$ cat config.mk
export PLATFORM = sky130hd
export DESIGN_NAME = lexical_token_classifier
export DESIGN_NICKNAME = d
export VERILOG_FILES = /design/src/rtl/core/ltc_pkg.sv /design/src/rtl/core/ltc_token.sv /design/src/rtl/core/ltc_out.sv /design/src/rtl/core/lexical_token_classifier.sv
export SDC_FILE = /design/constraint.sdc
export NUM_CORES = 1
export LEC_CHECK = 0
export BUFFER_PORTS_ARGS = -buffer_cell sky130_fd_sc_hd__buf_2
export CAP_MARGIN = 10
export CORE_ASPECT_RATIO = 2
export CORE_MARGIN = 2
export CORE_UTILIZATION = 45
export CTS_BUF_LIST = sky130_fd_sc_hd__clkbuf_8
export DETAILED_ROUTE_END_ITERATION = 10
export SKIP_CTS_REPAIR_TIMING = 1
export SLEW_MARGIN = 20
export SYNTH_ARGS = -nofsm -noshare
export SYNTH_HDL_FRONTEND = slang
export SYNTH_HIERARCHICAL = 1
export SYNTH_SLANG_ARGS = --single-unit
export TNS_END_PERCENT = 20
$ cat constraint.sdc
create_clock -name aclk -period 4.9 [get_ports aclk]
set_input_delay 0.735 -clock aclk [delete_from_list [all_inputs] [get_ports aclk]]
set_output_delay 0.735 -clock aclk [all_outputs]
set_load 0.005 [all_outputs]
$ cat src/rtl/core/ltc_pkg.sv
// shared types, constants and character helpers for the lexical token classifier
// no dependencies; used by ltc_token, ltc_out and lexical_token_classifier
package ltc_pkg;

    localparam int TOKEN_LEN_MAX_DEF = 255;
    localparam int LEN_W             = 8;
    localparam int PREFIX_DEPTH      = 5;
    localparam int PREFIX_IDX_W      = $clog2(PREFIX_DEPTH);

    typedef enum logic [2:0] {
        KIND_KEYWORD    = 3'd0,
        KIND_IDENTIFIER = 3'd1,
        KIND_OPERATOR   = 3'd2,
        KIND_NUMBER     = 3'd3,
        KIND_OTHER      = 3'd4,
        KIND_NEWLINE    = 3'd5
    } kind_t;

    typedef struct packed {
        kind_t             kind;
        logic [LEN_W-1:0]  length;
        logic              too_long;
        logic              last;
    } res_t;

    // up to two results caused by one item, first in order first
    typedef struct packed {
        logic [1:0] count;
        res_t       first;
        res_t       second;
    } pair_t;

    localparam logic [7:0] CH_SPACE   = 8'h20;
    localparam logic [7:0] CH_NEWLINE = 8'h0A;

    function automatic logic is_alpha_us(input logic [7:0] c);
        return (c == "_") || (c >= "a" && c <= "z") || (c >= "A" && c <= "Z");
    endfunction

    function automatic logic is_digit(input logic [7:0] c);
        return (c >= "0") && (c <= "9");
    endfunction

endpackage

$ cat src/rtl/core/ltc_token.sv
// pending-token state, delimiter detection and token classification
// depends on ltc_pkg
module ltc_token #(
    parameter int TOKEN_LEN_MAX = ltc_pkg::TOKEN_LEN_MAX_DEF
) (
    input  logic           aclk,
    input  logic           aresetn,
    input  logic           step_en,
    input  logic [7:0]     char_byte,
    input  logic           end_of_input,
    output ltc_pkg::pair_t pair
);
    import ltc_pkg::*;

    localparam int LenCapInt = (TOKEN_LEN_MAX > 255) ? 255 : TOKEN_LEN_MAX;
    localparam logic [LEN_W-1:0] LEN_CAP = LEN_W'(LenCapInt);

    logic [LEN_W-1:0] count_reg, count_next;
    logic             ident_reg, ident_next;
    logic             ovf_reg, ovf_next;
    logic [7:0]       prefix_reg [PREFIX_DEPTH];

    logic  delim, has_tok, is_nl;
    logic  kw_hit, op_hit;
    kind_t tok_kind;
    res_t  tok_res, nl_res;

    assign delim   = end_of_input || char_byte == CH_SPACE || char_byte == CH_NEWLINE;
    assign has_tok = count_reg != '0;
    assign is_nl   = !end_of_input && char_byte == CH_NEWLINE;

    // classification of the pending token
    always_comb begin
        kw_hit = (count_reg == LEN_W'(2) && prefix_reg[0] == "i" && prefix_reg[1] == "f")
              || (count_reg == LEN_W'(4) && prefix_reg[0] == "e" && prefix_reg[1] == "l"
                  && prefix_reg[2] == "s" && prefix_reg[3] == "e")
              || (count_reg == LEN_W'(5) && prefix_reg[0] == "p" && prefix_reg[1] == "r"
                  && prefix_reg[2] == "i" && prefix_reg[3] == "n" && prefix_reg[4] == "t");
        op_hit = (count_reg == LEN_W'(1) &&
                  (prefix_reg[0] == "+" || prefix_reg[0] == "-" || prefix_reg[0] == "*" ||
                   prefix_reg[0] == "/" || prefix_reg[0] == "%" || prefix_reg[0] == "=" ||
                   prefix_reg[0] == ">" || prefix_reg[0] == "<"))
              || (count_reg == LEN_W'(2) && prefix_reg[1] == "=" &&
                  (prefix_reg[0] == "=" || prefix_reg[0] == "!" ||
                   prefix_reg[0] == ">" || prefix_reg[0] == "<"));
        if (kw_hit) begin
            tok_kind = KIND_KEYWORD;
        end else if (ident_reg) begin
            tok_kind = KIND_IDENTIFIER;
        end else if (op_hit) begin
            tok_kind = KIND_OPERATOR;
        end else if (is_digit(prefix_reg[0])) begin
            tok_kind = KIND_NUMBER;
        end else begin
            tok_kind = KIND_OTHER;
        end
    end

    // results caused by this item
    always_comb begin
        tok_res.kind     = tok_kind;
        tok_res.length   = count_reg;
        tok_res.too_long = ovf_reg;
        tok_res.last     = !is_nl;
        nl_res.kind      = KIND_NEWLINE;
        nl_res.length    = '0;
        nl_res.too_long  = 1'b0;
        nl_res.last      = 1'b1;
        pair.count       = delim ? ({1'b0, has_tok} + {1'b0, is_nl}) : 2'd0;
        pair.first       = has_tok ? tok_res : nl_res;
        pair.second      = nl_res;
    end

    always_comb begin
        count_next = count_reg;
        ident_next = ident_reg;
        ovf_next   = ovf_reg;
        if (step_en) begin
            if (delim) begin
                if (has_tok) begin
                    count_next = '0;
                    ident_next = 1'b1;
                    ovf_next   = 1'b0;
                end
            end else begin
                if (!has_tok) begin
                    ident_next = is_alpha_us(char_byte);
                end else if (!(is_alpha_us(char_byte) || is_digit(char_byte))) begin
                    ident_next = 1'b0;
                end
                if (count_reg >= LEN_CAP) begin
                    ovf_next = 1'b1;
                end else begin
                    count_next = count_reg + LEN_W'(1);
                end
            end
        end
    end

    always_ff @(posedge aclk) begin
        if (!aresetn) begin
            count_reg <= '0;
            ident_reg <= 1'b1;
            ovf_reg   <= 1'b0;
        end else begin
            count_reg <= count_next;
            ident_reg <= ident_next;
            ovf_reg   <= ovf_next;
        end
    end

    // first characters of the token, only entries below the count are read
    always_ff @(posedge aclk) begin
        if (step_en && !delim && count_reg < LEN_W'(PREFIX_DEPTH)) begin
            prefix_reg[count_reg[PREFIX_IDX_W-1:0]] <= char_byte;
        end
    end

endmodule

$ cat src/rtl/core/ltc_out.sv
// two-entry result buffer that hands results to the output channel in order
// depends on ltc_pkg
module ltc_out (
    input  logic           aclk,
    input  logic           aresetn,
    input  logic           push,
    input  ltc_pkg::pair_t pair,
    output logic           can_take,
    output logic           out_valid,
    input  logic           out_ready,
    output ltc_pkg::res_t  out_res
);
    import ltc_pkg::*;

    logic [1:0] cnt_reg, cnt_next;
    res_t       slot0_reg, slot0_next;
    res_t       slot1_reg, slot1_next;
    logic       pop;

    assign out_valid = cnt_reg != 2'd0;
    assign out_res   = slot0_reg;
    assign pop       = out_valid && out_ready;
    assign can_take  = (cnt_reg == 2'd0) || (cnt_reg == 2'd1 && out_ready);

    always_comb begin
        cnt_next   = cnt_reg;
        slot0_next = slot0_reg;
        slot1_next = slot1_reg;
        if (push) begin
            cnt_next   = pair.count;
            slot0_next = pair.first;
            slot1_next = pair.second;
        end else if (pop) begin
            cnt_next   = cnt_reg - 2'd1;
            slot0_next = slot1_reg;
        end
    end

    always_ff @(posedge aclk) begin
        if (!aresetn) begin
            cnt_reg <= 2'd0;
        end else begin
            cnt_reg <= cnt_next;
        end
    end

    always_ff @(posedge aclk) begin
        slot0_reg <= slot0_next;
        slot1_reg <= slot1_next;
    end

endmodule

$ cat src/rtl/core/lexical_token_classifier.sv
// top level of the lexical token classifier: input register, token logic, result buffer
// depends on ltc_pkg, ltc_token and ltc_out
//
// usage
//   slave channel: one character byte per item in s_tdata; s_tlast marks end of input,
//   which flushes the pending token (the byte is then ignored)
//   master channel: one classified token or newline per item; kind in m_tuser,
//   length and overflow flag in m_tdata, m_tlast on the final result of an input item
//   space and newline split tokens; a newline also gives a newline result
// datapath
//   an item is taken into the input register and classified combinationally from it;
//   its first result is registered in the result buffer that drives the master side
// throughput
//   one item per cycle while m_tready is high; a newline that closes a token gives two
//   results that fill the two-entry buffer and hold back the next item with a result
// reset
//   aresetn (synchronous, active low) empties the input and result registers and
//   drops any pending token
// stall
//   while m_tready is low, results wait in a two-entry buffer, the input register
//   holds one more item and s_tready falls only when both are occupied
module lexical_token_classifier #(
    parameter int TOKEN_LEN_MAX = ltc_pkg::TOKEN_LEN_MAX_DEF
) (
    input  logic        aclk,
    input  logic        aresetn,
    input  logic        s_tvalid,
    output logic        s_tready,
    input  logic [7:0]  s_tdata,    // [7:0] char_byte
    input  logic        s_tlast,    // end_of_input
    output logic        m_tvalid,
    input  logic        m_tready,
    output logic [15:0] m_tdata,    // [7:0] token_length, [8] too_long, [15:9] zero
    output logic [2:0]  m_tuser,    // [2:0] token_kind
    output logic        m_tlast     // last result of the input item
);
    import ltc_pkg::*;

    // input register
    logic       in_valid_reg, in_valid_next;
    logic [7:0] in_char_reg;
    logic       in_eoi_reg;

    pair_t pair;
    logic  can_take;
    logic  fire;
    logic  push;
    res_t  out_res;

    // an item that causes no result never waits for the buffer
    assign fire     = in_valid_reg && (pair.count == 2'd0 || can_take);
    assign push     = fire && pair.count != 2'd0;
    assign s_tready = !in_valid_reg || fire;

    always_comb begin
        in_valid_next = in_valid_reg;
        if (s_tvalid && s_tready) begin
            in_valid_next = 1'b1;
        end else if (fire) begin
            in_valid_next = 1'b0;
        end
    end

    always_ff @(posedge aclk) begin
        if (!aresetn) begin
            in_valid_reg <= 1'b0;
        end else begin
            in_valid_reg <= in_valid_next;
        end
    end

    // payload needs no reset
    always_ff @(posedge aclk) begin
        if (s_tvalid && s_tready) begin
            in_char_reg <= s_tdata;
            in_eoi_reg  <= s_tlast;
        end
    end

    ltc_token #(
        .TOKEN_LEN_MAX (TOKEN_LEN_MAX)
    ) u_token (
        .aclk         (aclk),
        .aresetn      (aresetn),
        .step_en      (fire),
        .char_byte    (in_char_reg),
        .end_of_input (in_eoi_reg),
        .pair         (pair)
    );

    ltc_out u_out (
        .aclk      (aclk),
        .aresetn   (aresetn),
        .push      (push),
        .pair      (pair),
        .can_take  (can_take),
        .out_valid (m_tvalid),
        .out_ready (m_tready),
        .out_res   (out_res)
    );

    assign m_tdata = {7'd0, out_res.too_long, out_res.length};
    assign m_tuser = out_res.kind;
    assign m_tlast = out_res.last;

    // a pair of results that is pushed must show a result on the master side
    a_pair_holds: assert property (@(posedge aclk) disable iff (!aresetn)
        push && pair.count == 2'd2 |=> m_tvalid)
        else $error("second result of a pair lost");

    // input side stalls only while an item is held
    a_stall_held: assert property (@(posedge aclk) disable iff (!aresetn)
        !s_tready |-> in_valid_reg)
        else $error("input stalled with empty input register");

    // newline results carry no length and no overflow and are marked last
    a_newline_clean: assert property (@(posedge aclk) disable iff (!aresetn)
        m_tvalid && m_tuser == KIND_NEWLINE |-> m_tdata[8:0] == 9'd0 && m_tlast)
        else $error("malformed newline result");

    // results appear only for items that were taken
    a_no_spurious: assert property (@(posedge aclk) disable iff (!aresetn)
        $rose(m_tvalid) |-> $past(push))
        else $error("result without a classified item");

endmodule
==> qor.yml <==
outcome:
  status: "complete, no violations"
global_routing:
  antenna_found_initial: 0
  grt.overflow.total: 0
  grt_use_total: 0.183
  grt_pass1_vias: 2491
  grt_pass1_wl_um: 13500
  grt_start_max_net_pins: 30
power:
  power_w: 0.00149
  leakage_nw: 1.55
  ir_drop_mv: 0.230
  power_density_nw_per_um2: 332
worst_setup_path:
  r2r-end: "u_token/count_reg[7]$_SDFFE_PN0P_"
  crit_type: "reg -> out"
  start_kind: "register"
  critPathRequiredTime_ps: 4160
  endpoint_kind: "output pin"
  cp_cell_sequence: "or4_4 -> or4b_4 -> ha_1 -> nor2b_1 -> o21ai_2 -> nor2_2 -> inv_1 -> buf_2"
  worstPathMaxFanout: 12
  cp_data_arrival_time_ps: 2930
  worstReg2RegStart: "u_token/count_reg[4]$_SDFFE_PN0P_"
  slowest_stage: "or4b_4"
  ff2ff_path_depth: 10
  critical-path-max-stage-delay_ps: 640
  r2r_slack_ps: 1300
timing:
  post-route-min-period_ps: 3660
  setup_viol: 0
  layout_setup_ws_ps: 1240
  totalNegativeSetupSlack_ps: 0
  clock_skew_ps: 8.46
  max-slew-margin-rel: 0.496
  report.final.slew_viol_count: 0
  hold_viol: 0
  fin_crit_sh: 0.748
  tightest_slew_ps: 754
  rsz0062_at_grt: "false"
  timing.fmax_mhz: 273
cells_and_area:
  fill_cells: 800
  diodes: 0
  synthToLayoutAreaGrowth_pct: 8.20
  finalNetCount: 360
  largest_reg_flops: 40
  fin_util: 0.502
  drive_gt1_frac: 0.222
routing:
  drt_iter0_markers: 85
  dr.pass1.iters: 4
  drt-wirelength-per-cell_um: 19.1
  ant_nets: 0
  wl_um: 8490
  vias: 2463
  via_per_inst: 5.55
  drcViolationCount: 0
worst_hold_path:
  hold_depth: 2
  hold_path.class: "reg -> reg"
  holdPathEnd: "u_token/count_reg[6]$_SDFFE_PN0P_"
  min-delay-start: "u_token/count_reg[6]$_SDFFE_PN0P_"
logic_synthesis:
  synthDistinctLibCells: 65
  syn_inst: 311
  seq_area_frac_synth: 0.605
  synth_edf_count: 75
  yosys_register_bits: 88
  async_flop_share: 0
  synth.avg_cell_area_um2: 13.3
  yosysWarnings: 6
  syn_area_um2: 4150
  ys.flop_type: "edfxtp_1"
run:
  cap_violations: 0
floorplan:
  fp.dieH_um: 140
  die_x_um: 71.9
  core_area_um2: 8950
  ios: 35
  initial_core_util: 0.464
  rows: 49
  die_area_um2: 10100
cts:
  path_clk_slew_ps: 80
  htree_levels: 3
  clk_path_buf_depth: 2
  clock_latency_ps: 360
  root_buffer: "clkbuf_8"
  cts_sinks: 88
  cts_tree: "done"
  cts_made_buffers: 9
place:
  hpwl_um: 6470
  port_buffers: 27
  place_congestion: 0.809
  place_ws_ps: 1290
==> metrics by stage <==
step | std cells | hold slack, ps | instance area, um2
floorplan | 328 | 470 | 4210
global placement | 429 | 499 | 4270
detailed placement | 429 | 510 | 4270
CTS | 444 | 526 | 4490
global route | 444 | 527 | 4490
finish | 444 | 520 | 4490
==> critical path: cells and delay by family, from the launching register on <==
family / cells / cell delay [ps]
buf+inv: 2 / 180
fa+ha+maj: 1 / 320
compound gates: 1 / 100
simple gates: 4 / 1590
flops: 1 / 370
==> how the worst max path moves through the flow <==
stage                                                  from                                 end  slack [ps]
final                     u_token/count_reg[4]$_SDFFE_PN0P_                            s_tready        1240
after global routing      u_token/count_reg[0]$_SDFFE_PN0P_   u_token/count_reg[7]$_SDFFE_PN0P_        1040
after CTS                 u_token/count_reg[4]$_SDFFE_PN0P_                            s_tready        1220
after detailed placement  u_token/count_reg[4]$_SDFFE_PN0P_          u_out/out_res[0]$_DFFE_PP_        1290
after global placement    u_token/count_reg[4]$_SDFFE_PN0P_          u_out/out_res[4]$_DFFE_PP_        1380
after floorplan           u_token/count_reg[4]$_SDFFE_PN0P_  u_token/prefix_reg[4][0]$_DFFE_PP_         890
==> power breakdown <==
part           switching, W  internal, W  total (W)
Clock              0.000248     0.000287   0.000536
Sequential        0.0000255     0.000840   0.000865
Combinational     0.0000525    0.0000355  0.0000880
==> final cells by class <==
type / count / area [um2] / area share
sequential: 88 / 2510 / 0.559
multi-input combinational: 193 / 1400 / 0.313
timing repair buffer: 33 / 180 / 0.0401
tap: 102 / 128 / 0.0284
clock buffer: 9 / 124 / 0.0276
clock inverter: 6 / 93.8 / 0.0209
inverter: 13 / 48.8 / 0.0109
==> Yosys cell counts (3+ instances only) <==
cell type | number | share of area
nor2b_1 | 5 | 0.0075
conb_1 | 3 | 0.0027
buf_6 | 4 | 0.011
nand3_1 | 10 | 0.012
inv_1 | 13 | 0.012
nand2_1 | 13 | 0.012
nand3b_1 | 5 | 0.0090
nor2_1 | 13 | 0.012
edfxtp_1 | 75 | 0.54
o31ai_1 | 3 | 0.0054
o21ai_0 | 8 | 0.0096
nor3_1 | 8 | 0.0096
mux2_4 | 8 | 0.029
mux2_2 | 5 | 0.014
mux2i_1 | 4 | 0.0096
nand4_1 | 6 | 0.0090
nor4b_1 | 4 | 0.0084
nor4bb_1 | 3 | 0.0072
clkbuf_1 | 7 | 0.0063
ha_1 | 9 | 0.027
buf_4 | 20 | 0.036
dfxtp_1 | 13 | 0.063
nand2b_1 | 5 | 0.0075
nand4b_1 | 4 | 0.0084
a21oi_1 | 9 | 0.011
or4b_1 | 3 | 0.0072
==> per-layer routing <==
layer	share of wire	global-route usage	wire length, um
met4	0.028	0.0874	238
met2	0.60	0.357	5130
met5	0	0	0
met3	0.035	0.0391	297
met1	0.33	0.172	2820
==> cell families after synthesis <==
kind of cell,share of synthesized area
AOI/OAI and AO/OA,0.0778
xor gates and xnor gates,0.00422
adders and majority gates,0.0271
buffers and inverters,0.0724
DFF,0.605
muxes,0.0522
other,0.00271
and+or+nand+nor,0.158
==> cells in the final DEF (no fill, tap or decap), drive strengths merged, types with 3 or more instances in the layout <==
master	instances
nand2b	5
ha	9
nand3b	5
nand2	13
mux2i	4
a21oi	10
or4	5
nor4bb	3
nor2b	5
nand3	10
nor4b	4
edfxtp	75
nand4b	4
nand4	6
o21ai	9
dfxtp	13
nor2	14
conb	20
clkbuf	9
buf	33
inv	14
mux2	13
nor3	9
o31ai	3
or4b	6
(Power assumes the default switching activity.)
